### src/hdl/tgr_pkg.sv
// package: shared constants, codes and types of the text console glyph renderer
package tgr_pkg;

    localparam int GLYPH_HEIGHT     = 16;
    localparam int FONT_STORE_BYTES = 2048;
    localparam int FONT_AW          = $clog2(FONT_STORE_BYTES);
    localparam int GROW_W           = $clog2(GLYPH_HEIGHT);
    localparam int LINE_W           = 8 + GROW_W;
    localparam int GADDR_W          = 8 + GROW_W;
    localparam int PIX_W            = 24;
    localparam int QUEUE_DEPTH      = 4;
    localparam int QPTR_W           = $clog2(QUEUE_DEPTH);

    localparam logic [1:0] CFG_SCREEN_WIDTH = 2'd0;
    localparam logic [1:0] CFG_TEXT_COLUMNS = 2'd1;
    localparam logic [1:0] CFG_TEXT_ROWS    = 2'd2;

    localparam logic [12:0] RST_SCREEN_WIDTH = 13'd640;
    localparam logic [9:0]  RST_TEXT_COLUMNS = 10'd80;
    localparam logic [8:0]  RST_TEXT_ROWS    = 9'd30;

    localparam logic       CMD_PRINT   = 1'b0;
    localparam logic       CMD_LOAD    = 1'b1;
    localparam logic       KIND_GLYPH  = 1'b0;
    localparam logic       KIND_SCROLL = 1'b1;
    localparam logic [7:0] CODE_NULL     = 8'h00;
    localparam logic [7:0] CODE_NEWLINE  = 8'h0A;
    localparam logic [7:0] CODE_QUESTION = 8'h3F;

    typedef struct packed {
        logic       scroll;
        logic       glyph;
        logic [7:0] code;
        logic [9:0] column;
        logic [7:0] row;
    } t_desc;

    typedef struct packed {
        logic empty;
        logic full;
    } t_q_status;

    typedef struct packed {
        logic idle;
    } t_back_status;

endpackage

### src/hdl/tgr_front.sv
// front: accepts words, loads font bytes, moves the cursor, queues print work
module tgr_front (
    input  logic                         i_clk,
    input  logic                         i_rst_n,
    input  logic                         i_valid,
    output logic                         o_stall,
    input  logic                         i_cmd,
    input  logic [7:0]                   i_char_code,
    input  logic [10:0]                  i_font_address,
    input  logic [7:0]                   i_font_byte,
    input  logic [9:0]                   i_text_columns,
    input  logic [8:0]                   i_text_rows,
    input  tgr_pkg::t_q_status           i_q_status,
    input  tgr_pkg::t_back_status        i_back_status,
    output logic                         o_push,
    output tgr_pkg::t_desc               o_desc,
    output logic                         o_font_we,
    output logic [tgr_pkg::FONT_AW-1:0]  o_font_waddr,
    output logic [7:0]                   o_font_wdata
);

    logic [9:0] r_col;
    logic [7:0] r_row;
    logic [9:0] n_col;
    logic [7:0] n_row;

    logic       accept;
    logic       print;
    logic [7:0] code_eff;
    logic       newline;
    logic [8:0] last_row;
    logic       wrap;
    logic [8:0] next_row;
    logic       scroll;
    logic [7:0] row_new;
    logic [9:0] col_wr;
    logic       load_blocked;

    assign load_blocked = !(i_q_status.empty && i_back_status.idle);
    assign o_stall = i_q_status.full || ((i_cmd == tgr_pkg::CMD_LOAD) && load_blocked);
    assign accept  = i_valid && !o_stall;

    always_comb begin
        code_eff = i_char_code[7] ? tgr_pkg::CODE_QUESTION : i_char_code;
        newline  = (code_eff == tgr_pkg::CODE_NEWLINE);
        if (i_text_rows == 9'd0) begin
            last_row = 9'd0;
        end else if (i_text_rows > 9'd256) begin
            last_row = 9'd255;
        end else begin
            last_row = i_text_rows - 9'd1;
        end
        wrap     = newline || (r_col >= i_text_columns);
        next_row = wrap ? ({1'b0, r_row} + 9'd1) : {1'b0, r_row};
        scroll   = (next_row > last_row);
        row_new  = scroll ? last_row[7:0] : next_row[7:0];
        col_wr   = wrap ? 10'd0 : r_col;
    end

    assign print  = accept && (i_cmd == tgr_pkg::CMD_PRINT)
                    && (i_char_code != tgr_pkg::CODE_NULL);
    assign o_push = print && (scroll || !newline);

    always_comb begin
        o_desc.scroll = scroll;
        o_desc.glyph  = !newline;
        o_desc.code   = code_eff;
        o_desc.column = col_wr;
        o_desc.row    = row_new;
    end

    always_comb begin
        n_col = r_col;
        n_row = r_row;
        if (print) begin
            n_row = row_new;
            n_col = newline ? col_wr : (col_wr + 10'd1);
        end
    end

    always_ff @(posedge i_clk) begin
        if (!i_rst_n) begin
            r_col <= '0;
            r_row <= '0;
        end else begin
            r_col <= n_col;
            r_row <= n_row;
        end
    end

    assign o_font_we    = accept && (i_cmd == tgr_pkg::CMD_LOAD);
    assign o_font_waddr = tgr_pkg::FONT_AW'(i_font_address);
    assign o_font_wdata = i_font_byte;

endmodule

### config.mk
export PLATFORM = sky130hd
export DESIGN_NAME = tgr_front
export DESIGN_NICKNAME = d
export VERILOG_FILES = /design/src/hdl/tgr_pkg.sv /design/src/hdl/tgr_front.sv
export SDC_FILE = /design/constraint.sdc
export NUM_CORES = 1
export LEC_CHECK = 0
export BUFFER_PORTS_ARGS = -buffer_cell sky130_fd_sc_hd__buf_2
export CORE_MARGIN = 1.5
export CORE_UTILIZATION = 50
export DETAILED_ROUTE_END_ITERATION = 10
export GPL_ROUTABILITY_DRIVEN = 0
export PLACE_DENSITY = 0.84
export SETUP_SLACK_MARGIN = 0.05
export SYNTH_ARGS = -nofsm -noshare
export SYNTH_HDL_FRONTEND = slang
export SYNTH_SLANG_ARGS = --single-unit
### constraint.sdc
create_clock -name i_clk -period 9.65 [get_ports i_clk]
set_clock_uncertainty 0.05 [all_clocks]
set_input_delay 2.4125 -clock i_clk [delete_from_list [all_inputs] [get_ports i_clk]]
set_output_delay 2.4125 -clock i_clk [all_outputs]
set_load 0.01 [all_outputs]
==> results.cfg <==
[clock_tree]
ctsHoldBuffers = 0
clock_path_buffers = 2
cts_sinks = 18
cts_tree = yes
path_clk_slew_ns = 0.07
cts_setup_buffers = 0
cts_root_buf = clkbuf_8
cts_resized = 0
clk_latency_ns = 0.26
cts_buffers = 3
h-tree-depth = 1

[synth]
syn_area_sq_mm = 0.002521
synth_edf_count = 0
yosysWarnings = 0
synth_area_per_cell_sq_um = 7.372
synth_nets = 418
ys_types = 68
synth_flop_cell = dfxtp_1
ys_ff_latch = 18
synth_seq_area_share_pct = 14.29
async_reset_ff_share_pct = 0
syn_inst = 342

[outcome]
outcome = completed

[min_path]
min_to = r_col[9]
hold_path.class = flip-flop to flip-flop
hp-start = r_col[9]
min_path_cells = 1

[critical_path]
arrival_ns = 6.37
cp-start-kind = input pin
cp-end-kind = output port
worstSetupPathType = input pin to output port
rr_worst_depth = 16
reg2reg_from = r_col[2]
timing.rr.end = r_row[6]
cp.required_ns = 7.19
regToRegSetupSlack_ns = 5.34
path_max_fanout = 18

[timing]
hold_viol_final = 0
setup_tns_ns = 0
post-route-period-util_pct = 91.49
slew_headroom_pct = 50.75
rsz0062_at_grt = false
fin_crit_ns = 8.829
drv_slew = 0
fin_ws_ns = 0.8208
worst_pin_slew_ns = 0.7285
max_clock_freq_mhz = 113.3
finalSetupViolations = 0
whs_ns = 0.4440

[placement]
pre_cts_ws_ns = 0.8621
dp_hpwl_um = 4716
port_buffers = 63

[floorplanning]
die_area_sq_mm = 0.005477
die_h_um = 74.01
core_area_sq_mm = 0.004786
die_x_um = 74.01
initial_core_util_pct = 52.68
rows = 25
io_pins = 103

[global_routing]
grtUsageTotal_pct = 23.68
overflow = 0
antenna_found_initial = 0
grt_pass1_wl_um = 10470
grt_max_degree = 32
grt_pass1_vias = 2437

[drt]
wl_per_cell_um = 13.98
drt-vias-per-instance = 6.009
dr.pass1.iters = 5
drtIter0Drc = 243
routed_wl_um = 6180
via_count = 2656
drc = 0
ant_nets = 0

[power]
p_leak_nw = 1.340
ir_drop_mv = 0.03497
pwr_density_cell_mw_per_mm2 = 65.48

[final_layout]
utilization_pct = 57.83
drive_above_1_share_pct = 25.07
fin_nets = 452
syn_to_final_growth_pct = 9.777
antennaDiodeCount = 0

[job]
drv_cap = 0
[layout by cell type (no fill, tap or decap), types with 3 or more instances in the layout]
cell | netlist | layout
nand3b_1 | 3 | 3
and3_1 | 8 | 8
a211o_1 | 6 | 6
ha_1 | 23 | 23
a31oi_1 | 6 | 6
a32oi_1 | 3 | 3
clkbuf_8 | 0 | 4
or2_2 | 6 | 6
nor3_2 | 4 | 4
inv_1 | 17 | 17
o211ai_1 | 7 | 7
dfxtp_1 | 18 | 18
xor2_1 | 5 | 5
a21oi_1 | 16 | 16
nor4_1 | 5 | 5
nand4b_1 | 3 | 3
nor2_1 | 28 | 28
o21a_1 | 4 | 4
nand3_1 | 17 | 17
o21ai_0 | 14 | 14
xnor2_1 | 5 | 5
buf_4 | 22 | 4
nand2b_1 | 6 | 6
and2_1 | 12 | 12
buf_2 | 4 | 63
nand2_1 | 23 | 23
nand4_1 | 5 | 5
nor4b_1 | 4 | 4
and4_1 | 3 | 3
nor3_1 | 8 | 8
[cell type report]
cell class | instances | area (sq um)
Timing Repair Buffer | 67 | 345.3
Tap cell | 67 | 83.83
Multi-Input combinational cell | 267 | 1852
Clock buffer | 4 | 55.05
Fill cell | 455 | 2018
Sequential cell | 18 | 360.3
Inverter | 19 | 71.32
[cells in the mapped netlist (all sizes together), types with 2 or more instances]
library cell	count	area share, %
nand4b	3	1.0
a31oi	7	2.3
and4	3	1.0
a32oi	3	1.0
nand2b	6	1.5
nor4b	4	1.4
o221ai	2	0.69
nor2	28	4.2
or2	6	1.5
a21o	2	0.60
and2	12	3.0
or4	2	0.60
a22oi	2	0.60
xor2	5	1.7
o211ai	9	3.1
nand3	17	3.4
a211oi	3	1.1
buf	28	7.9
ha	23	11
nor2b	2	0.50
nand2	23	3.4
xnor2	5	1.7
dfxtp	18	14
a211o	6	2.1
nand3b	3	0.89
a31o	2	0.69
a311o	2	0.84
nor3	12	3.2
and3	8	2.0
o21a	4	1.2
o311ai	2	0.69
nand4	5	1.2
mux2	2	1.2
o21ai	15	3.0
inv	18	2.7
clkbuf	10	1.5
nor4	6	1.7
a21oi	16	3.2
[critical path: stages]
cell and delay [ns]:
buf_2 0.11, nor4_2 0.48, and4_1 0.37, a211o_1 0.52, nand3_1 0.22, xnor2_1 0.18, ha_1 0.20, or4_1 0.54
a21oi_1 0.15, a311o_2 0.33, inv_2 0.06, or4_1 0.51, o211ai_1 0.11, buf_2 0.16
[report_power, final]
| part | switching, W | internal [W] |
|---|---|---|
| registers | 0.000000307 | 0.0000746 |
| clock network | 0.0000281 | 0.0000363 |
| logic | 0.0000246 | 0.0000174 |
[kinds of logic after synthesis]
| family | synth area share [%] |
|---|---|
| buf+inv | 12.26 |
| other cells | 0.1487 |
| simple gates | 31.91 |
| flops | 14.29 |
| compound gates | 24.52 |
| fa+ha+maj | 11.81 |
| xor+xnor | 3.474 |
| mux | 1.588 |
[routing by layer]
| layer | part of all wire (%) | wire length (um) | GRT usage, % | vias to the layer above |
|---|---|---|---|---|
| met5 | 0 | 0 | 0 | - |
| met4 | 1.3 | 82 | 9.671 | 0 |
| met3 | 6.0 | 372 | 2.575 | 14 |
| met2 | 48 | 2977 | 41.17 | 87 |
| met1 | 44 | 2748 | 29.70 | 1242 |
| li1 | - | - | - | 1313 |
[registers in the layout, indices dropped and copies added (netlist names)]
register,flops
r_col,10
r_row,8
[worst max-delay path by stage]
stage	startpoint	end	slack, ns	cells past startpoint
floorplan	i_text_columns[2]	o_desc[3]	1.40	17
global placement	i_text_columns[2]	o_desc[3]	1.00	17
detailed placement	i_text_columns[2]	o_desc[3]	0.86	17
CTS	i_text_columns[2]	o_desc[3]	0.85	17
global route	i_text_columns[7]	o_desc[3]	0.51	17
finish	i_char_code[5]	o_desc[3]	0.82	14
[metrics by stage]
step	std cells	power, W	cell area (sq um)
6_report	442	0.0001812	2768
5_1_grt	442	0.0001912	2768
4_1_cts	442	0.0001812	2768
3_5_place_dp	438	0.0001185	2713
3_3_place_gp	438	0.0001172	2713
2_1_floorplan	342	0.0001102	2521
(Power assumes the default switching activity.)
