<file path="src/hdl/tgr_pkg.sv">
// package: shared constants, codes and types of the text console glyph renderer
package tgr_pkg;

    localparam int GLYPH_HEIGHT     = 16;
    localparam int FONT_STORE_BYTES = 2048;
    localparam int FONT_AW          = $clog2(FONT_STORE_BYTES);
    localparam int GROW_W           = $clog2(GLYPH_HEIGHT);
    localparam int LINE_W           = 8 + GROW_W;
    localparam int GADDR_W          = 8 + GROW_W;
    localparam int PIX_W            = 24;
    localparam int QUEUE_DEPTH      = 4;
    localparam int QPTR_W           = $clog2(QUEUE_DEPTH);

    localparam logic [1:0] CFG_SCREEN_WIDTH = 2'd0;
    localparam logic [1:0] CFG_TEXT_COLUMNS = 2'd1;
    localparam logic [1:0] CFG_TEXT_ROWS    = 2'd2;

    localparam logic [12:0] RST_SCREEN_WIDTH = 13'd640;
    localparam logic [9:0]  RST_TEXT_COLUMNS = 10'd80;
    localparam logic [8:0]  RST_TEXT_ROWS    = 9'd30;

    localparam logic       CMD_PRINT   = 1'b0;
    localparam logic       CMD_LOAD    = 1'b1;
    localparam logic       KIND_GLYPH  = 1'b0;
    localparam logic       KIND_SCROLL = 1'b1;
    localparam logic [7:0] CODE_NULL     = 8'h00;
    localparam logic [7:0] CODE_NEWLINE  = 8'h0A;
    localparam logic [7:0] CODE_QUESTION = 8'h3F;

    typedef struct packed {
        logic       scroll;
        logic       glyph;
        logic [7:0] code;
        logic [9:0] column;
        logic [7:0] row;
    } t_desc;

    typedef struct packed {
        logic empty;
        logic full;
    } t_q_status;

    typedef struct packed {
        logic idle;
    } t_back_status;

endpackage

</file>
<file path="src/hdl/tgr_queue.sv">
// descriptor queue between front and back
module tgr_queue (
    input  logic                i_clk,
    input  logic                i_rst_n,
    input  logic                i_push,
    input  tgr_pkg::t_desc      i_desc,
    input  logic                i_pop,
    output tgr_pkg::t_desc      o_desc,
    output tgr_pkg::t_q_status  o_status
);

    tgr_pkg::t_desc                r_mem [tgr_pkg::QUEUE_DEPTH];
    logic [tgr_pkg::QPTR_W-1:0]    r_wptr;
    logic [tgr_pkg::QPTR_W-1:0]    r_rptr;
    logic [tgr_pkg::QPTR_W:0]      r_count;
    logic [tgr_pkg::QPTR_W-1:0]    n_wptr;
    logic [tgr_pkg::QPTR_W-1:0]    n_rptr;
    logic [tgr_pkg::QPTR_W:0]      n_count;

    always_comb begin
        n_wptr  = r_wptr;
        n_rptr  = r_rptr;
        n_count = r_count;
        if (i_push) begin
            n_wptr = r_wptr + 1'b1;
        end
        if (i_pop) begin
            n_rptr = r_rptr + 1'b1;
        end
        case ({i_push, i_pop})
            2'b10:   n_count = r_count + 1'b1;
            2'b01:   n_count = r_count - 1'b1;
            default: n_count = r_count;
        endcase
    end

    always_ff @(posedge i_clk) begin
        if (!i_rst_n) begin
            r_wptr  <= '0;
            r_rptr  <= '0;
            r_count <= '0;
        end else begin
            r_wptr  <= n_wptr;
            r_rptr  <= n_rptr;
            r_count <= n_count;
        end
    end

    always_ff @(posedge i_clk) begin
        if (i_push) begin
            r_mem[r_wptr] <= i_desc;
        end
    end

    assign o_desc         = r_mem[r_rptr];
    assign o_status.empty = (r_count == '0);
    assign o_status.full  = (r_count == (tgr_pkg::QPTR_W+1)'(tgr_pkg::QUEUE_DEPTH));

endmodule

</file>
<file path="config.mk">
export PLATFORM = sky130hd
export DESIGN_NAME = tgr_queue
export DESIGN_NICKNAME = d
export VERILOG_FILES = /design/src/hdl/tgr_pkg.sv /design/src/hdl/tgr_queue.sv
export SDC_FILE = /design/constraint.sdc
export NUM_CORES = 1
export LEC_CHECK = 0
export BUFFER_PORTS_ARGS = -buffer_cell sky130_fd_sc_hd__clkbuf_2
export CORE_ASPECT_RATIO = 1.25
export CORE_MARGIN = 2
export CORE_UTILIZATION = 60
export DETAILED_ROUTE_END_ITERATION = 12
export GPL_TIMING_DRIVEN = 0
export MAX_ROUTING_LAYER = met4
export PLACE_DENSITY = 0.87
export SKIP_CTS_REPAIR_TIMING = 1
export SLEW_MARGIN = 25
export SYNTH_ARGS = -nofsm -noshare
export SYNTH_HDL_FRONTEND = slang
export SYNTH_SLANG_ARGS = --single-unit
</file>
<file path="constraint.sdc">
create_clock -name i_clk -period 2.65 [get_ports i_clk]
set_clock_uncertainty 0.05 [all_clocks]
set_input_delay 0.3975 -clock i_clk [delete_from_list [all_inputs] [get_ports i_clk]]
set_output_delay 0.3975 -clock i_clk [all_outputs]
set_load 0.05 [all_outputs]
</file>
==> results.sh, run 1 <==
export IMPL_vias=2133
export IMPL_crit_required_ps=2200
export IMPL_worst_ir_drop_vdd_mv=0.5732
export IMPL_synth_area_sq_um=4541
export IMPL_clk_pin_slew_ps=50
export IMPL_wl_per_cell_microns=21.29
export IMPL_numCtsBuffers=17
export IMPL_ys_types=21
export IMPL_p_leak_uw=0.002013
export IMPL_area_sequential_sq_um=3543
export IMPL_synth_cells=192
export IMPL_tightest_slew_ps=741.4
export IMPL_die_w_microns=81.81
export IMPL_end_kind="output port"
export IMPL_synth_edf_count=112
export IMPL_critPathSlowestCell="mux4_2"
export IMPL_crit_top_cell="buf_2"
export IMPL_layout_worst_path_cycle_share_pct=91.31
export IMPL_nets=312
export IMPL_max_freq_mhz=413.3
export IMPL_grt_first_pass_wirelength_microns=11990
export IMPL_start_util_pct=61.72
export IMPL_clk_latency_ps=510
export IMPL_area_growth_pct=23.34
export IMPL_worst_slack_ps=230.2
export IMPL_holdCritPathClass="input port to flop"
export IMPL_insertedDiodeCount=0
export IMPL_synthAdderAreaFrac_pct=1.819
export IMPL_drv_slew=0
export IMPL_cp_max_fo=10
export IMPL_coreArea_sq_um=7357
export IMPL_cp_start_kind="flop"
export IMPL_ctsLongestPathBuffers=2
export IMPL_crit_type="flop to output port"
export IMPL_vias_per_cell=5.643
export IMPL_relSlewSlack_pct=50.57
export IMPL_gp_congestion=0.7385
export IMPL_io_pins=62
export IMPL_post_dp_hpwl_microns=4697
export IMPL_grt_overflow_total=0
export IMPL_post_route_drc_count=0
export IMPL_synth_avg_cell_area_sq_um=23.65
export IMPL_fillCellCount=406
export IMPL_drt_initial_drc_count=99
export IMPL_multi_input_area_sq_um=913.4
export IMPL_synth_top_family_by_area="multiplexers"
export IMPL_clkSinkCount=121
export IMPL_antenna_left=0
export IMPL_async_flop_share_pct=0
export IMPL_synth_ff_type="edfxtp_1"
export IMPL_ys_seq_area_share_pct=78.04
export IMPL_totalWireLength_microns=8046
export IMPL_synth_xor_area_share_pct=0.9645
export IMPL_die_area_sq_um=8284
export IMPL_synth_largest_area_cell="edfxtp_1"
export IMPL_htreeDepth=4
export IMPL_dpl_worst_slack_ps=631.1
export IMPL_maxCapViolations=0
export IMPL_netlist_area_leader_share_pct=74.07
export IMPL_hold_viol=0
export IMPL_cp_arrival_ps=1970
export IMPL_synth_area_leaders="edfxtp_1, mux4_2, mux4_1"
export IMPL_dr_pass1_iters=4
export IMPL_synth_compound_area_share_pct=0.3858
export IMPL_cts_tree="yes"
export IMPL_worstPathCellList="buf_2, buf_2, mux4_2, clkbuf_2"
export IMPL_grt_util_all_layers_pct=22.46
export IMPL_first_global_vias=2201
export IMPL_cpPeakStageDelay_ps=370
export IMPL_grt_max_degree=29
export IMPL_powerDensity_nw_per_um2=913.1
export IMPL_die_y_microns=101.3
export IMPL_yosys_warnings=0
export IMPL_synth_net_count=230
export IMPL_rows=35
export IMPL_layout_min_cycle_time_ps=2420
export IMPL_final_layout_size_suffix_gt1_share_pct=41.26
export IMPL_setup_tns_ps=0
export IMPL_root_buffer="clkbuf_8"
export IMPL_muxShareOfSynthArea_pct=14.77
export IMPL_yosys_register_bits=121
export IMPL_rsz0062_at_grt="false"
export IMPL_setup_viol=0
export IMPL_antenna_found_initial=0
export IMPL_synth_simple_area_share_pct=2.067
export IMPL_numPortBuffers=61
export IMPL_outcome="complete, no violations"
[cell usage in the layout, fill, tap and decap left out]
cell type | synthesis | routed
nor2b_1 | 1 | 1
buf_16 | 0 | 2
a21boi_0 | 1 | 1
clkinv_2 | 0 | 3
clkbuf_1 | 0 | 3
nor3_1 | 1 | 1
clkbuf_2 | 0 | 61
clkinvlp_4 | 0 | 1
and2_1 | 10 | 6
xor2_1 | 3 | 3
or3_1 | 1 | 1
buf_12 | 2 | 2
dfxtp_1 | 9 | 9
mux2i_1 | 1 | 1
mux4_2 | 20 | 20
clkbuf_8 | 0 | 1
clkinv_1 | 0 | 3
xnor2_1 | 2 | 2
buf_2 | 3 | 3
ha_1 | 5 | 5
edfxtp_1 | 112 | 112
nand2_1 | 2 | 2
buf_6 | 1 | 1
mux4_1 | 8 | 8
fa_1 | 1 | 1
bufinv_16 | 0 | 4
and2_2 | 0 | 4
clkbuf_16 | 0 | 16
and3_1 | 1 | 1
o21ai_0 | 2 | 2
inv_1 | 6 | 6
[critical path: cells and delay by family (launching register included)]
kind / cells / cell delay, ps
flip-flops: 1 / 300
multiplexers: 1 / 370
buffers and inverters: 3 / 790
[cell type report]
type	instances	area share (%)
Buffer	6	1.184
Clock buffer	20	7.596
Clock inverter	11	2.748
Inverter	6	0.4021
Multi-Input combinational cell	59	16.31
Sequential cell	121	63.27
Tap cell	92	2.055
Timing Repair Buffer	63	6.434
[synth_stat cells, types with 3 or more instances]
| master | number |
|---|---|
| dfxtp_1 | 9 |
| edfxtp_1 | 112 |
| mux4_1 | 8 |
| inv_1 | 6 |
| mux4_2 | 20 |
| ha_1 | 5 |
| buf_2 | 3 |
| and2_1 | 10 |
| xor2_1 | 3 |
[metrics by stage]
stage | cells | utilization, % | total power, uW | hold slack, ps | cell area [sq um]
finish | 378 | 76.12 | 5114 | 56.77 | 5600
global route | 378 | 76.12 | 5261 | 36.98 | 5600
CTS | 378 | 76.12 | 5152 | 33.83 | 5600
detailed placement | 347 | 68.25 | 2916 | 489.8 | 5021
global placement | 345 | 67.43 | 2877 | 445.7 | 4961
floorplan | 192 | - | 2738 | 422.9 | 4541
[layer usage]
| layer | share of wire (%) | vias up | track usage, % |
|---|---|---|---|
| met5 | 0 | - | - |
| met4 | 2.1 | 0 | 11.54 |
| met3 | 6.3 | 18 | 7.041 |
| met2 | 53 | 81 | 34.02 |
| met1 | 39 | 1066 | 27.25 |
| li1 | - | 968 | - |
[registers in the layout (all words and copies together) (netlist names), named ones only]
name and count:
r_mem 112, r_count 3, r_rptr 2, r_wptr 2
[where the power goes]
part           total [uW]  internal, uW  leakage (uW)  switching, uW
Clock                2230          1500      0.000281            727
Combinational         660           214      0.000629            446
Sequential           2220          2190       0.00110           32.2
[logic make-up after synthesis]
kind of cell / count (synthesis)
AO/OA/AOI/OAI: 3
XOR/XNOR: 5
adder cells (fa/ha/maj): 6
buffers and inverters: 12
flip-flops: 121
multiplexers: 29
AND/OR/NAND/NOR: 16
[path summary, 6_finish.rpt]
| check | startpoint | to | slack (ps) | cells past startpoint |
|---|---|---|---|---|
| setup / recovery | flop | o_desc[13] | 230 | 4 |
| hold / removal | i_desc[16] | r_mem[3][16] | 60 | 1 |
| setup reg to reg | r_wptr[0] | r_mem[2][1] | 1000 | 3 |
| hold reg to reg | r_count[2] | r_count[2] | 490 | 2 |
(Power assumes the default switching activity.)
==> inputs of run 2 (changes only) <==
Settings changed: PLACE_DENSITY 0.87 to 0.83.
==> run 2 against run 1 <==
  * Worst setup slack worse by 93 ps
  * Sequential cell count unchanged
  * Clock power up 5%
  * Register-to-register slack better by 20 ps
  * Clock-buffer cell count up 1
  * Sequential share of layout area down 0.11 points
  * Wire length up 8.0%
  * Core utilization up 0.14 points
  * Design area up 0.18%
  * Die area unchanged
  * Non-clock buffer count unchanged
==> results.sh, run 2 (synthesis results as in run 1) <==
export IMPL_grt_max_degree=29
export IMPL_antenna_left=0
export IMPL_relSlewSlack_pct=50.49
export IMPL_die_w_microns=81.81
export IMPL_antenna_found_initial=0
export IMPL_drt_initial_drc_count=129
export IMPL_power_switching_uw=1222
export IMPL_rsz0062_at_grt="false"
export IMPL_cp_start_kind="flop"
export IMPL_rows=35
export IMPL_worst_path_buf_inv=3
export IMPL_vias_per_cell=5.754
export IMPL_layout_min_cycle_time_ps=2513
export IMPL_final_layout_size_suffix_gt1_share_pct=41.26
export IMPL_numCtsBuffers=17
export IMPL_totalWireLength_microns=8689
export IMPL_setup_tns_ps=0
export IMPL_fillCellCount=387
export IMPL_cp_arrival_ps=2070
export IMPL_numPortBuffers=61
export IMPL_path_delay_family="buffers and inverters"
export IMPL_io_pins=62
export IMPL_top_usage_layer="met2"
export IMPL_met2_usage_pct=40.84
export IMPL_reg2regPathDepth=5
export IMPL_combPwrFrac_pct=12.6
export IMPL_crit_required_ps=2200
export IMPL_critPathSlowestCell="mux4_2"
export IMPL_end_kind="output port"
export IMPL_intPower_uw=4005
export IMPL_grtUsageMet1_pct=26.19
export IMPL_die_area_sq_um=8284
export IMPL_maxCapViolations=0
export IMPL_cpPeakStageDelay_ps=420
export IMPL_crit_top_cell="buf_2"
export IMPL_grt_util_all_layers_pct=24.09
export IMPL_drv_slew=0
export IMPL_gp_congestion=0.6626
export IMPL_post_dp_hpwl_microns=4566
export IMPL_netSwitchingFraction_pct=23.37
export IMPL_worstHoldPathCells=1
export IMPL_crit_type="flop to output port"
export IMPL_root_buffer="clkbuf_8"
export IMPL_layout_worst_path_cycle_share_pct=94.83
export IMPL_dr_pass1_iters=4
export IMPL_cts_tree="yes"
export IMPL_p_clk_share_pct=44.8
export IMPL_die_y_microns=101.3
export IMPL_setup_viol=0
export IMPL_wl_per_cell_microns=22.99
export IMPL_powerDensity_nw_per_um2=931.7
export IMPL_post_route_drc_count=0
export IMPL_largest_reg_flops=112
export IMPL_clk_latency_ps=500
export IMPL_hold_viol=0
export IMPL_seq_power_share_pct=42.6
export IMPL_met3_usage_pct=7.219
export IMPL_top_regs="r_mem: 112 flops, r_count: 3 flops"
export IMPL_largest_register="r_mem"
export IMPL_area_growth_pct=23.56
export IMPL_cp_depth=4
export IMPL_clkSinkCount=121
export IMPL_p_total_uw=5227
export IMPL_first_global_vias=2290
export IMPL_p_leak_uw=0.002016
export IMPL_max_freq_mhz=397.9
export IMPL_grt_overflow_total=0
export IMPL_coreArea_sq_um=7357
export IMPL_outcome="complete, no violations"
export IMPL_layout_common_cells="edfxtp_1, clkbuf_2, mux4_2"
export IMPL_holdCritPathClass="input port to flop"
export IMPL_worstPathCellList="buf_2, buf_2, mux4_2, clkbuf_2"
export IMPL_htreeDepth=4
export IMPL_start_util_pct=61.72
export IMPL_nets=312
export IMPL_ctsLongestPathBuffers=2
export IMPL_vias=2175
export IMPL_cp_max_fo=10
export IMPL_tightest_slew_ps=742.7
export IMPL_final_common_cell="edfxtp_1"
export IMPL_clk_pin_slew_ps=50
export IMPL_worst_ir_drop_vdd_mv=0.6015
export IMPL_insertedDiodeCount=0
export IMPL_grt_first_pass_wirelength_microns=12910
[run 2: metal layers]
layer / routed length [microns] / share of wire, %
met2: 5019 / 58
met3: 311 / 3.6
met5: 0 / 0
met1: 3168 / 36
met4: 189 / 2.2
[run 2: final timing paths]
check	slack (ps)	end	from
hold reg to reg	480	r_count[2]	r_count[2]
hold / removal	50	r_mem[3][15]	i_desc[15]
setup / recovery	140	o_desc[18]	flop
setup reg to reg	1020	r_count[2]	r_count[0]
[run 2: metrics by stage]
stage	instance area (sq um)	utilization, %	hold WS, ps	setup WS [ps]	instances
floorplan	4541	-	422.9	805.3	192
global placement	4961	67.43	443.0	458.2	345
detailed placement	5006	68.04	455.9	644.6	347
CTS	5610	76.26	35.85	93.56	378
global route	5610	76.26	39.22	43.40	378
finish	5610	76.26	50.29	137.0	378
[run 2: final cells by class]
class | count | area, sq um | area share, %
flip-flops and latches | 121 | 3543 | 63.16
multi-input cells | 59 | 913.4 | 16.28
clock buffers | 21 | 429.2 | 7.649
repair buffers | 63 | 345.3 | 6.155
clock inverters | 10 | 175.2 | 3.122
well taps | 92 | 115.1 | 2.052
plain buffers | 6 | 66.31 | 1.182
inverters | 6 | 22.52 | 0.4014
[run 2: power groups by stage]
| stage | sequential [uW] | combinational, uW | clock, uW |
|---|---|---|---|
| floorplan | 2250 | 490 | 0 |
| global placement | 2250 | 632 | 0 |
| detailed placement | 2260 | 657 | 0 |
| CTS | 2230 | 670 | 2370 |
| global route | 2230 | 700 | 2430 |
| finish | 2230 | 661 | 2340 |
