**src/hdl/tgr_pkg.sv**
```systemverilog
// package: shared constants, codes and types of the text console glyph renderer
package tgr_pkg;

    localparam int GLYPH_HEIGHT     = 16;
    localparam int FONT_STORE_BYTES = 2048;
    localparam int FONT_AW          = $clog2(FONT_STORE_BYTES);
    localparam int GROW_W           = $clog2(GLYPH_HEIGHT);
    localparam int LINE_W           = 8 + GROW_W;
    localparam int GADDR_W          = 8 + GROW_W;
    localparam int PIX_W            = 24;
    localparam int QUEUE_DEPTH      = 4;
    localparam int QPTR_W           = $clog2(QUEUE_DEPTH);

    localparam logic [1:0] CFG_SCREEN_WIDTH = 2'd0;
    localparam logic [1:0] CFG_TEXT_COLUMNS = 2'd1;
    localparam logic [1:0] CFG_TEXT_ROWS    = 2'd2;

    localparam logic [12:0] RST_SCREEN_WIDTH = 13'd640;
    localparam logic [9:0]  RST_TEXT_COLUMNS = 10'd80;
    localparam logic [8:0]  RST_TEXT_ROWS    = 9'd30;

    localparam logic       CMD_PRINT   = 1'b0;
    localparam logic       CMD_LOAD    = 1'b1;
    localparam logic       KIND_GLYPH  = 1'b0;
    localparam logic       KIND_SCROLL = 1'b1;
    localparam logic [7:0] CODE_NULL     = 8'h00;
    localparam logic [7:0] CODE_NEWLINE  = 8'h0A;
    localparam logic [7:0] CODE_QUESTION = 8'h3F;

    typedef struct packed {
        logic       scroll;
        logic       glyph;
        logic [7:0] code;
        logic [9:0] column;
        logic [7:0] row;
    } t_desc;

    typedef struct packed {
        logic empty;
        logic full;
    } t_q_status;

    typedef struct packed {
        logic idle;
    } t_back_status;

endpackage

```
**src/hdl/tgr_back.sv**
```systemverilog
// back: expands queued print work into scroll and glyph row words
module tgr_back (
    input  logic                         i_clk,
    input  logic                         i_rst_n,
    input  logic [12:0]                  i_screen_width,
    input  tgr_pkg::t_desc               i_desc,
    input  tgr_pkg::t_q_status           i_q_status,
    output logic                         o_pop,
    output tgr_pkg::t_back_status        o_status,
    output logic [tgr_pkg::FONT_AW-1:0]  o_font_raddr,
    input  logic [7:0]                   i_font_rdata,
    output logic                         o_valid,
    input  logic                         i_stall,
    output logic                         o_kind,
    output logic [tgr_pkg::PIX_W-1:0]    o_pixel_index,
    output logic [7:0]                   o_row_bits,
    output logic                         o_last
);

    localparam logic [1:0] S_IDLE   = 2'd0;
    localparam logic [1:0] S_SETUP  = 2'd1;
    localparam logic [1:0] S_SCROLL = 2'd2;
    localparam logic [1:0] S_GLYPH  = 2'd3;

    logic [1:0]                    r_state;
    logic [1:0]                    n_state;
    tgr_pkg::t_desc                r_desc;
    logic [tgr_pkg::PIX_W-1:0]     r_pix;
    logic [tgr_pkg::PIX_W-1:0]     n_pix;
    logic [tgr_pkg::GROW_W-1:0]    r_j;
    logic [tgr_pkg::GROW_W-1:0]    n_j;

    logic                          r_s1_valid;
    logic                          r_s1_kind;
    logic                          r_s1_last;
    logic [tgr_pkg::PIX_W-1:0]     r_s1_pix;
    logic [tgr_pkg::FONT_AW-1:0]   r_s1_addr;

    logic                          r_out_valid;
    logic                          r_out_kind;
    logic                          r_out_last;
    logic [tgr_pkg::PIX_W-1:0]     r_out_pix;
    logic [7:0]                    r_out_bits;

    logic                          advance;
    logic                          s1_ready;
    logic                          s1_load;
    logic                          s1_kind;
    logic                          s1_last;
    logic [tgr_pkg::PIX_W-1:0]     s1_pix;
    logic [tgr_pkg::LINE_W-1:0]    line0;
    logic [tgr_pkg::PIX_W-1:0]     base;
    logic [tgr_pkg::GADDR_W-1:0]   gaddr;
    logic [tgr_pkg::FONT_AW-1:0]   s1_addr;
    logic                          last_j;

    assign advance  = !r_out_valid || !i_stall;
    assign s1_ready = !r_s1_valid || advance;
    assign last_j   = (r_j == tgr_pkg::GROW_W'(tgr_pkg::GLYPH_HEIGHT - 1));

    assign line0 = tgr_pkg::LINE_W'(r_desc.row) * tgr_pkg::LINE_W'(tgr_pkg::GLYPH_HEIGHT);
    assign base  = tgr_pkg::PIX_W'({r_desc.column, 3'b000})
                   + tgr_pkg::PIX_W'(tgr_pkg::PIX_W'(line0)
                                     * tgr_pkg::PIX_W'(i_screen_width));
    assign gaddr = tgr_pkg::GADDR_W'(r_desc.code)
                   * tgr_pkg::GADDR_W'(tgr_pkg::GLYPH_HEIGHT)
                   + tgr_pkg::GADDR_W'(r_j);
    assign s1_addr = tgr_pkg::FONT_AW'(gaddr);

    always_comb begin
        n_state = r_state;
        n_pix   = r_pix;
        n_j     = r_j;
        o_pop   = 1'b0;
        s1_load = 1'b0;
        s1_kind = tgr_pkg::KIND_GLYPH;
        s1_last = 1'b0;
        s1_pix  = r_pix;
        unique case (r_state)
            S_IDLE: begin
                if (!i_q_status.empty) begin
                    o_pop   = 1'b1;
                    n_state = S_SETUP;
                end
            end
            S_SETUP: begin
                n_pix   = base;
                n_j     = '0;
                n_state = r_desc.scroll ? S_SCROLL : S_GLYPH;
            end
            S_SCROLL: begin
                if (s1_ready) begin
                    s1_load = 1'b1;
                    s1_kind = tgr_pkg::KIND_SCROLL;
                    s1_last = !r_desc.glyph;
                    s1_pix  = '0;
                    n_state = r_desc.glyph ? S_GLYPH : S_IDLE;
                end
            end
            S_GLYPH: begin
                if (s1_ready) begin
                    s1_load = 1'b1;
                    s1_last = last_j;
                    n_pix   = r_pix + tgr_pkg::PIX_W'(i_screen_width);
                    n_j     = r_j + 1'b1;
                    if (last_j) begin
                        n_state = S_IDLE;
                    end
                end
            end
            default: n_state = S_IDLE;
        endcase
    end

    // re-read the held address while the output stalls
    assign o_font_raddr = s1_load ? s1_addr : r_s1_addr;

    always_ff @(posedge i_clk) begin
        if (!i_rst_n) begin
            r_state     <= S_IDLE;
            r_s1_valid  <= 1'b0;
            r_out_valid <= 1'b0;
        end else begin
            r_state <= n_state;
            if (s1_ready) begin
                r_s1_valid <= s1_load;
            end
            if (advance) begin
                r_out_valid <= r_s1_valid;
            end
        end
    end

    always_ff @(posedge i_clk) begin
        r_pix <= n_pix;
        r_j   <= n_j;
        if (o_pop) begin
            r_desc <= i_desc;
        end
        if (s1_load) begin
            r_s1_kind <= s1_kind;
            r_s1_last <= s1_last;
            r_s1_pix  <= s1_pix;
            r_s1_addr <= s1_addr;
        end
        if (advance && r_s1_valid) begin
            r_out_kind <= r_s1_kind;
            r_out_last <= r_s1_last;
            r_out_pix  <= r_s1_pix;
            r_out_bits <= (r_s1_kind == tgr_pkg::KIND_SCROLL) ? 8'd0 : i_font_rdata;
        end
    end

    assign o_status.idle = (r_state == S_IDLE) && !r_s1_valid;

    assign o_valid       = r_out_valid;
    assign o_kind        = r_out_kind;
    assign o_pixel_index = r_out_pix;
    assign o_row_bits    = r_out_bits;
    assign o_last        = r_out_last;

endmodule

```
**config.mk**
```make
export PLATFORM = sky130hd
export DESIGN_NAME = tgr_back
export DESIGN_NICKNAME = d
export VERILOG_FILES = /design/src/hdl/tgr_pkg.sv /design/src/hdl/tgr_back.sv
export SDC_FILE = /design/constraint.sdc
export NUM_CORES = 1
export LEC_CHECK = 0
export ABC_AREA = 1
export BUFFER_PORTS_ARGS = -buffer_cell sky130_fd_sc_hd__buf_2
export CAP_MARGIN = 20
export CORE_UTILIZATION = 45
export CTS_BUF_LIST = sky130_fd_sc_hd__clkbuf_2 sky130_fd_sc_hd__clkbuf_4 sky130_fd_sc_hd__clkbuf_8
export DETAILED_ROUTE_END_ITERATION = 8
export PLACE_DENSITY_LB_ADDON = 0.05
export SLEW_MARGIN = 20
export SYNTH_ARGS = -nofsm -noshare
export SYNTH_HDL_FRONTEND = slang
export SYNTH_SLANG_ARGS = --single-unit
```
**constraint.sdc**
```tcl
create_clock -name i_clk -period 8.9 [get_ports i_clk]
set_input_delay 1.78 -clock i_clk [delete_from_list [all_inputs] [get_ports i_clk]]
set_output_delay 1.78 -clock i_clk [all_outputs]
set_load 0.03 [all_outputs]
```
==> results of run 1 <==
-- flip-flops by register name, summed over array words and instances (netlist names), 2 cells and up --
register	count
o_pixel_index	24
r_j	4
r_pix	24
r_state	2
r_s1_addr	11
r_s1_pix	24
r_desc	27
o_row_bits	8
-- critical path, delay by kind of cell --
kind	cells	cell delay [ns]
adder cells (fa/ha/maj)	6	2.83
AND/OR/NAND/NOR	11	1.24
buffers and inverters	5	0.48
AO/OA/AOI/OAI	2	0.20
XOR/XNOR	1	0.15
-- cell usage after synthesis --
cell type and number:
o21bai_1 2, o21ai_1 2, a221oi_1 1, nand4_1 8, xnor2_1 7, a21oi_1 48
o22ai_1 5, and2_1 3, and2_4 1, a21o_1 4, a21boi_0 2, nand2_1 310
nor2_1 81, buf_4 3, inv_1 257, inv_2 7, xor2_1 12, nand3_1 44
or2_1 1, fa_1 67, nand2_2 16, nand3b_1 3, a31oi_1 3, dfxtp_1 15
ha_1 62, nor3_1 7, nor2_2 7, o21a_1 1, nor2_4 2, o21ai_0 37
a21oi_2 1, edfxtp_1 115, nor4_1 1, nand3_2 4, clkbuf_2 1, clkbuf_1 27
o21ai_2 1, o211ai_1 2, nand2_4 2
-- worst max-delay path by stage --
stage,start,end,slack [ns]
5_1_grt,i_screen_width[0],r_pix[21],2.01
3_3_place_gp,i_screen_width[0],r_pix[19],1.97
6_report,i_screen_width[1],r_pix[19],2.40
4_1_cts,i_screen_width[3],r_pix[23],2.39
2_1_floorplan,i_screen_width[0],r_pix[23],2.36
3_5_place_dp,i_screen_width[3],r_pix[23],1.92
-- through the flow --
step	instances	util [%]	instance area [sq um]
2_1_floorplan	1172	-	9820
3_3_place_gp	1517	49.8	10600
3_5_place_dp	1517	49.8	10600
4_1_cts	1549	51.7	11000
5_1_grt	1550	51.9	11000
6_report	1550	51.9	11000
-- cell families after synthesis --
family / after synthesis / synth area share (%)
AO/OA/AOI/OAI: 109 / 6.05
XOR/XNOR: 19 / 1.70
buffers and inverters: 295 / 11.4
adder cells (fa/ha/maj): 129 / 21.6
flip-flops: 130 / 38.2
AND/OR/NAND/NOR: 490 / 21.0
-- layer usage --
layer	GRT usage (%)	vias up
met1	27.4	3437
met5	0	-
met2	34.9	177
li1	-	3809
met4	4.19	0
met3	3.96	10
-- layout make-up --
| class | instances | area share (%) |
|---|---|---|
| multi-input cells | 747 | 45.1 |
| inverters | 264 | 9.00 |
| repair buffers | 102 | 4.89 |
| clock buffers | 20 | 2.33 |
| clock inverters | 12 | 1.43 |
| flip-flops and latches | 130 | 34.1 |
| well taps | 275 | 3.13 |
==> results.sh, run 1 <==
export IMPL_place_hpwl_microns=16400
export IMPL_fin_ws_ns=2.40
export IMPL_cp_arrival_ns=6.68
export IMPL_dr_pass1_iters=5
export IMPL_critPathRequiredTime_ns=9.09
export IMPL_period_share_pct=73.0
export IMPL_die_w_microns=150
export IMPL_reg2reg_depth=24
export IMPL_startpoint_type="primary input"
export IMPL_slew_headroom_pct=38.6
export IMPL_postCtsResizedCells=0
export IMPL_fin_crit_ns=6.50
export IMPL_post_cts_setup_buffers=0
export IMPL_cts_tree="done"
export IMPL_rrSetupSlack_ns=3.16
export IMPL_portBuffers=99
export IMPL_wl_microns=21500
export IMPL_holdBufCountCts=0
export IMPL_maxSlewViolCount=0
export IMPL_ys_types=39
export IMPL_area_delta_synth_final_pct=12.1
export IMPL_ctsLongestPathBuffers=2
export IMPL_vias=7433
export IMPL_synth_top_area_share_pct=35.2
export IMPL_yosys_warnings=0
export IMPL_layout_drive_gt1_share_pct=14.0
export IMPL_hold_violations=0
export IMPL_worst_pin_slew_ns=0.919
export IMPL_rows=53
export IMPL_r2r_start="r_desc[7]"
export IMPL_drc=0
export IMPL_routed_top_layer="met4"
export IMPL_cp_end_kind="flop"
export IMPL_clkLatencyLatePin_ns=0.44
export IMPL_grt_setup_unrepaired="no"
export IMPL_syn_num_nets=1355
export IMPL_synth_area_sq_mm=0.00982
export IMPL_fp_dieH_microns=150
export IMPL_worstPathMaxFanout=10
export IMPL_hold_path_class="flop to flop"
export IMPL_status="finished clean"
export IMPL_io_pin_count=102
export IMPL_setup_tns_ns=0
export IMPL_cp_common_cell="nand2_1"
export IMPL_gr_usage_all_layers_pct=20.6
export IMPL_cp_slowest_cell="fa_1"
export IMPL_multi_input_area_sq_mm=0.00497
export IMPL_ant_nets=0
export IMPL_max_stage_delay_ns=0.54
export IMPL_yosys_top_cells_area="edfxtp_1, fa_1, nand2_1"
export IMPL_avgSynthCellArea_sq_um=8.38
export IMPL_fill_cells=2051
export IMPL_grt_ovfl_total=0
export IMPL_hold_start="r_s1_pix[5]"
export IMPL_timing_hold_ws_ns=0.409
export IMPL_grt_pass1_wl_microns=35600
export IMPL_synthCells=1172
export IMPL_wl_met2_microns=10200
export IMPL_initial_core_util_pct=46.3
export IMPL_clk_pin_slew_ns=0.08
export IMPL_ys_seq_area_share_pct=38.2
export IMPL_grt_pass1_vias=7302
export IMPL_layout_common_cells="nand2_1, inv_1, edfxtp_1"
export IMPL_route_met3_wl_microns=1190
export IMPL_final_common_cell="nand2_1"
export IMPL_dpl_worst_slack_ns=1.92
export IMPL_gp_congestion=0.866
export IMPL_die_area_sq_mm=0.0224
export IMPL_cts_root_buffer="clkbuf_8"
export IMPL_worst_setup_path_type="primary input to flop"
export IMPL_drt_vias_per_instance=4.80
export IMPL_ys_ff_latch=130
export IMPL_final_nets=1445
export IMPL_n_antenna_cell=0
export IMPL_maxCapViolations=0
export IMPL_holdPathStages=0
export IMPL_yosysTopAreaCell="edfxtp_1"
export IMPL_m1WireLength_microns=9900
export IMPL_cts_sinks=130
export IMPL_finClkSkew_ns=0.0186
export IMPL_cts_max_level=4
export IMPL_antenna_found_initial=0
export IMPL_final_setup_viol_count=0
export IMPL_drtIter0Drc=424
export IMPL_cts_buffers=17
export IMPL_hold_end="o_pixel_index[5]"
export IMPL_fmax_mhz=154
export IMPL_wl_per_cell_microns=13.8
export IMPL_grt_max_degree=38
export IMPL_worstReg2RegEnd="r_pix[19]"
export IMPL_core_region_area_sq_mm=0.0212
export IMPL_area_sequential_sq_mm=0.00375
Power of run 1 is not shown: default switching activity piles up to over one toggle a cycle in this logic, so the estimate is an artifact.
==> run 2: changes to the inputs <==
Settings changed: ABC_AREA 1 to 0.
Clock period 8.9 ns to 5.24 ns, I/O delays scaled along.
==> run 2 against run 1 <==
Compared with the run above:
- sequential share of layout area fell by 2.1 points
- setup slack got worse by 2.4 ns
- non-clock buffer count rose by 98
- core utilization rose by 6.4 points
- global-route usage rose by 0.13 points
- critical path depth fell by 8
- clock skew barely moved
- critical path type unchanged
- largest cell class unchanged
==> results.sh, run 2 <==
export IMPL_fin_crit_ns=5.20
export IMPL_clk_pin_slew_ns=0.09
export IMPL_grt_ovfl_total=0
export IMPL_vdd_drop_max_v=0.000411
export IMPL_grt_max_degree=35
export IMPL_grt_pass1_vias=7077
export IMPL_rows=52
export IMPL_hold_end="o_pixel_index[8]"
export IMPL_holdPathStages=0
export IMPL_period_share_pct=99.2
export IMPL_ant_nets=0
export IMPL_n_antenna_cell=0
export IMPL_largest_register="r_desc"
export IMPL_synth_area_sq_mm=0.00924
export IMPL_layout_common_cells="edfxtp_1, buf_4, buf_2"
export IMPL_fmax_mhz=192
export IMPL_critPathRequiredTime_ns=5.53
export IMPL_yosysTopAreaCell="edfxtp_1"
export IMPL_ys_types=62
export IMPL_finClkSkew_ns=0.0187
export IMPL_hold_path_class="flop to flop"
export IMPL_cts_buffers=17
export IMPL_hold_violations=0
export IMPL_dr_pass1_iters=5
export IMPL_ys_top_cells_by_count="edfxtp_1, and2_1, inv_1"
export IMPL_gr_usage_all_layers_pct=20.8
export IMPL_vias=6733
export IMPL_switching_power_mw=3.40
export IMPL_area_delta_synth_final_pct=27.1
export IMPL_clkLatencyLatePin_ns=0.45
export IMPL_drt_vias_per_instance=5.13
export IMPL_synth_most_common_cell="edfxtp_1"
export IMPL_switching_share_pct=42.3
export IMPL_cts_root_buffer="clkbuf_8"
export IMPL_syn_num_nets=1016
export IMPL_worstPathMaxFanout=7
export IMPL_core_region_area_sq_mm=0.0202
export IMPL_fp_dieH_microns=145
export IMPL_intPower_mw=4.64
export IMPL_yosys_warnings=0
export IMPL_largest_register_ffs=27
export IMPL_ys_seq_area_share_pct=40.6
export IMPL_worst_setup_path_type="primary input to flop"
export IMPL_p_clk_share_pct=10.4
export IMPL_holdBufCountCts=0
export IMPL_ys_ff_latch=130
export IMPL_drtIter0Drc=273
export IMPL_synth_top_area_share_pct=37.4
export IMPL_grt_setup_unrepaired="yes"
export IMPL_io_pin_count=102
export IMPL_maxSlewViolCount=0
export IMPL_setup_tns_ns=0
export IMPL_ctsLongestPathBuffers=2
export IMPL_worstReg2RegEnd="r_pix[21]"
export IMPL_die_area_sq_mm=0.0211
export IMPL_startpoint_type="primary input"
export IMPL_cts_sinks=130
export IMPL_reg2reg_depth=18
export IMPL_total_power_mw=8.04
export IMPL_hold_start="r_s1_pix[8]"
export IMPL_cp_arrival_ns=5.49
export IMPL_layout_drive_gt1_share_pct=33.4
export IMPL_wl_per_cell_microns=15.8
export IMPL_cts_tree="done"
export IMPL_synth_async_sr_flop_share_pct=0
export IMPL_synthCells=833
export IMPL_pwr_share_seq_pct=19.5
export IMPL_status="finished clean"
export IMPL_maxCapViolations=0
export IMPL_die_w_microns=145
export IMPL_slew_headroom_pct=56.2
export IMPL_initial_core_util_pct=45.8
export IMPL_power_density_mw_per_mm2=684
export IMPL_antenna_found_initial=0
export IMPL_worst_pin_slew_ns=0.652
export IMPL_cts_max_level=4
export IMPL_final_setup_viol_count=0
export IMPL_final_nets=1213
export IMPL_place_hpwl_microns=15500
export IMPL_postLayoutCoreUtil_pct=58.2
export IMPL_ys_flop_type="edfxtp_1"
export IMPL_synth_edf_count=115
export IMPL_grt_pass1_wl_microns=34700
export IMPL_r2r_start="r_desc[4]"
export IMPL_drc=0
export IMPL_avgSynthCellArea_sq_um=11.1
export IMPL_portBuffers=99
export IMPL_wl_microns=20700
export IMPL_combPwrFrac_pct=70.0
export IMPL_final_common_cell="edfxtp_1"
export IMPL_rrSetupSlack_ns=0.10
export IMPL_cp_end_kind="flop"
export IMPL_leakagePower_nw=5.03
export IMPL_yosys_top_cells_area="edfxtp_1, fa_1, ha_1"
export IMPL_gp_congestion=0.845
[run 2: timing repair]
action,CTS,global route
resized for setup,21,90
setup buffers,6,16
setup endpoints to repair,7,11
pin swaps,7,58
[run 2: worst max-delay path by stage]
stage,cells after the start,startpoint,endpoint
CTS,22,i_screen_width[5],r_pix[21]
global route,21,i_screen_width[1],r_pix[17]
finish,17,i_screen_width[5],r_pix[21]
detailed placement,20,i_screen_width[10],r_pix[23]
global placement,21,i_screen_width[2],r_pix[19]
floorplan,17,i_screen_width[10],r_pix[22]
[run 2: through the flow]
| step | setup WS [ns] | instances | cell area [sq um] | hold WS, ns |
|---|---|---|---|---|
| finish | 0.0437 | 1313 | 11700 | 0.414 |
| global placement | -0.560 | 1257 | 10700 | 0.402 |
| detailed placement | -0.627 | 1257 | 10700 | 0.405 |
| floorplan | -0.182 | 833 | 9380 | 0.400 |
| global route | -0.125 | 1313 | 11700 | 0.423 |
| CTS | 0.000318 | 1295 | 11200 | 0.411 |
[run 2: layout make-up]
| class | instances | area [sq um] |
|---|---|---|
| timing repair buffer | 200 | 1410 |
| clock inverter | 15 | 144 |
| tap | 270 | 338 |
| sequential | 130 | 3750 |
| inverter | 90 | 338 |
| fill | 1760 | 8420 |
| clock buffer | 17 | 234 |
| multi-input combinational | 591 | 5530 |
[run 2: worst max-delay path, stage by stage]
cell      delay (ns)
buf_12          0.11
and2_4          0.15
fa_1            0.50
fa_1            0.52
fa_1            0.56
inv_2           0.04
fa_1            0.49
inv_2           0.05
ha_4            0.25
and3_4          0.20
and2_4          0.14
a21o_1          0.20
or4_4           0.49
o2111a_1        0.15
and4bb_4        0.23
a21o_2          0.19
a31oi_1         0.18
[run 2: power groups by stage]
stage / combinational [mW] / sequential (mW) / clock, mW
final: 5.63 / 1.57 / 0.840
after global routing: 6.23 / 1.59 / 0.910
after CTS: 4.98 / 1.58 / 0.873
after detailed placement: 4.77 / 1.60 / 0
after global placement: 4.70 / 1.60 / 0
after floorplan: 3.25 / 1.57 / 0
[run 2: per-layer routing]
layer | routed length [microns] | vias to the layer above | global-route usage (%)
li1 | - | 3263 | -
met5 | 0 | - | 0
met3 | 776 | 15 | 3.99
met1 | 9430 | 3340 | 27.2
met4 | 238 | 0 | 5.11
met2 | 10300 | 115 | 35.4
[run 2: kinds of logic (layout without fill, tap and decap cells)]
| kind of cell | after synthesis | count (layout) | synth area share [%] |
|---|---|---|---|
| buffers and inverters | 112 | 322 | 4.72 |
| flip-flops | 130 | 130 | 40.6 |
| AND/OR/NAND/NOR | 278 | 278 | 16.6 |
| AO/OA/AOI/OAI | 122 | 122 | 8.88 |
| multiplexers | 18 | 18 | 2.13 |
| XOR/XNOR | 44 | 44 | 4.17 |
| adder cells (fa/ha/maj) | 129 | 129 | 22.9 |
Note: power is estimated with default switching activity, not from simulation.
==> run 3: changes to the inputs <==
Settings changed: RECOVER_POWER set to 50, SETUP_SLACK_MARGIN set to 0.05.
==> run 3 against run 2 <==
Compared with the run above:
- the run now ends with capacitance limit, slew limit left
- clock-buffer cell count is the same
- clock power is essentially flat
- global-route usage grew 0.12 points
- sequential share of layout area grew 0.14 points
- wire length grew 0.24%
- combinational power grew 4.8%
- fmax shrank 0.43%
- final cell count is the same
- critical path depth grew 4
- via count grew 0.30%
- flip-flop and latch count is the same
- critical path type unchanged
- largest power group unchanged
==> results.sh, run 3 (synthesis results as in run 2) <==
export IMPL_antenna_found_initial=0
export IMPL_cts_tree="done"
export IMPL_clkLatencyLatePin_ns=0.46
export IMPL_grt_setup_unrepaired="yes"
export IMPL_die_w_microns=145
export IMPL_drtIter0Drc=276
export IMPL_cts_buffers=17
export IMPL_worst_setup_path_type="primary input to flop"
export IMPL_io_pin_count=102
export IMPL_drc=0
export IMPL_worst_pin_slew_ns=1.86
export IMPL_crit_chain="buf_12 -> nand2_4 -> fa_1 -> fa_1 -> inv_1 -> fa_1 -> inv_1 -> fa_1 -> inv_2 -> ha_4 -> a21oi_4 -> and2_4 -> nand2_4 -> xor2_4 -> ha_4 -> nand2_4 -> o31ai_4 -> and2_4 -> nand4_1 -> xor2_1 -> mux2i_1"
export IMPL_hold_path_class="flop to flop"
export IMPL_grt_ovfl_total=0
export IMPL_largest_register_ffs=27
export IMPL_n_antenna_cell=0
export IMPL_initial_core_util_pct=45.8
export IMPL_clk_pin_slew_ns=0.09
export IMPL_grt_max_degree=35
export IMPL_fill_cells=1761
export IMPL_grt_pass1_wl_microns=34900
export IMPL_fin_crit_ns=5.22
export IMPL_die_area_sq_mm=0.0211
export IMPL_cts_root_buffer="clkbuf_8"
export IMPL_power_density_mw_per_mm2=711
export IMPL_r2r_start="r_desc[6]"
export IMPL_critPathTopFamily="adder cells"
export IMPL_holdBufCountCts=0
export IMPL_worstPathMaxFanout=6
export IMPL_multi_input_area_sq_mm=0.00555
export IMPL_cp_common_cell="fa_1"
export IMPL_startpoint_type="primary input"
export IMPL_cp_end_kind="flop"
export IMPL_setup_tns_ns=0
export IMPL_layout_drive_gt1_share_pct=32.2
export IMPL_critPathRequiredTime_ns=5.43
export IMPL_area_sequential_sq_mm=0.00375
export IMPL_final_nets=1213
export IMPL_cts_sinks=130
export IMPL_cp_slowest_cell="fa_1"
export IMPL_cp_arrival_ns=5.40
export IMPL_area_delta_synth_final_pct=26.5
export IMPL_slew_headroom_pct=-24.3
export IMPL_wl_per_cell_microns=15.8
export IMPL_gp_congestion=0.845
export IMPL_gr_usage_all_layers_pct=20.9
export IMPL_worst_path_buf_inv=4
export IMPL_instances_no_fill=1313
export IMPL_place_hpwl_microns=15500
export IMPL_dr_pass1_iters=4
export IMPL_violations="capacitance limit, slew limit"
export IMPL_max_stage_delay_ns=0.52
export IMPL_maxCapViolations=3
export IMPL_largest_register="r_desc"
export IMPL_ctsLongestPathBuffers=2
export IMPL_vias=6753
export IMPL_layout_common_cells="edfxtp_1, buf_4, and2_1"
export IMPL_rrSetupSlack_ns=0.08
export IMPL_ant_nets=0
export IMPL_reg2reg_depth=20
export IMPL_hold_violations=0
export IMPL_fin_ws_ns=0.0212
export IMPL_worstReg2RegEnd="r_pix[17]"
export IMPL_leakagePower_nw=4.98
export IMPL_maxSlewViolCount=70
export IMPL_fmax_mhz=192
export IMPL_place_inst=1257
export IMPL_dpl_worst_slack_ns=-0.627
export IMPL_status="finished with violations"
export IMPL_portBuffers=99
export IMPL_rows=52
export IMPL_fp_dieH_microns=145
export IMPL_final_setup_viol_count=0
export IMPL_placed_area_sq_mm=0.0107
export IMPL_period_share_pct=99.6
export IMPL_timing_hold_ws_ns=0.414
export IMPL_finalInstanceArea_sq_mm=0.0117
export IMPL_core_region_area_sq_mm=0.0202
export IMPL_vdd_drop_max_v=0.000500
export IMPL_cts_max_level=4
export IMPL_final_common_cell="edfxtp_1"
export IMPL_grt_pass1_vias=7083
export IMPL_wl_microns=20800
export IMPL_crit_cells=21
export IMPL_critPathCapture="r_pix[17]"
export IMPL_drt_vias_per_instance=5.14
export IMPL_worstSetupStartpoint="i_screen_width[1]"
export IMPL_finClkSkew_ns=0.0166
==> run 3: report_power, final <==
| part | leakage (nW) | internal, mW | switching [mW] |
|---|---|---|---|
| Clock | 0.186 | 0.352 | 0.490 |
| Combinational | 3.60 | 2.96 | 2.93 |
| Sequential | 1.20 | 1.46 | 0.111 |
==> run 3: worst min path at each step <==
stage / from / end / slack, ns / depth (start not counted)
5_1_grt: r_s1_pix[8] / o_pixel_index[8] / 0.42 / 0
2_1_floorplan: r_s1_last / o_last / 0.40 / 0
3_3_place_gp: r_s1_pix[3] / o_pixel_index[3] / 0.40 / 0
6_report: r_s1_pix[8] / o_pixel_index[8] / 0.41 / 0
4_1_cts: r_s1_pix[8] / o_pixel_index[8] / 0.41 / 0
3_5_place_dp: r_s1_pix[8] / o_pixel_index[8] / 0.40 / 0
==> run 3: worst register-to-register path, delay by kind of cell (launching register included) <==
| family | cells | cell delay (ns) |
|---|---|---|
| AO/OA/AOI/OAI | 2 | 0.44 |
| buffers and inverters | 3 | 0.15 |
| XOR/XNOR | 2 | 0.38 |
| adder cells (fa/ha/maj) | 6 | 2.54 |
| multiplexers | 1 | 0.09 |
| AND/OR/NAND/NOR | 6 | 0.70 |
| flip-flops | 1 | 0.61 |
==> run 3: area by class of cell <==
| type | count | share of cell area, % |
|---|---|---|
| flip-flops and latches | 130 | 32.1 |
| clock buffers | 17 | 2.00 |
| multi-input cells | 591 | 47.4 |
| inverters | 90 | 2.89 |
| clock inverters | 15 | 1.23 |
| well taps | 270 | 2.89 |
| repair buffers | 200 | 11.4 |
==> run 3: routing by layer <==
metal | part of all wire (%) | vias up | global-route usage, %
met2 | 50 | 137 | 35.6
li1 | - | 3269 | -
met3 | 3.7 | 10 | 3.87
met4 | 1.2 | 0 | 5.58
met1 | 46 | 3337 | 27.3
met5 | 0 | - | 0
==> run 3: through the flow <==
| stage | power (mW) | util [%] |
|---|---|---|
| 2_1_floorplan | 4.82 | - |
| 3_3_place_gp | 6.30 | 53.1 |
| 3_5_place_dp | 6.38 | 53.1 |
| 4_1_cts | 7.58 | 56.2 |
| 5_1_grt | 9.01 | 58.0 |
| 6_report | 8.32 | 58.0 |
==> run 3: what timing repair did <==
action / CTS / global route
endpoints found under the setup margin: 9 / 11
pin swaps: 29 / 31
gates resized for setup: 39 / 63
buffers inserted: 12 / 10
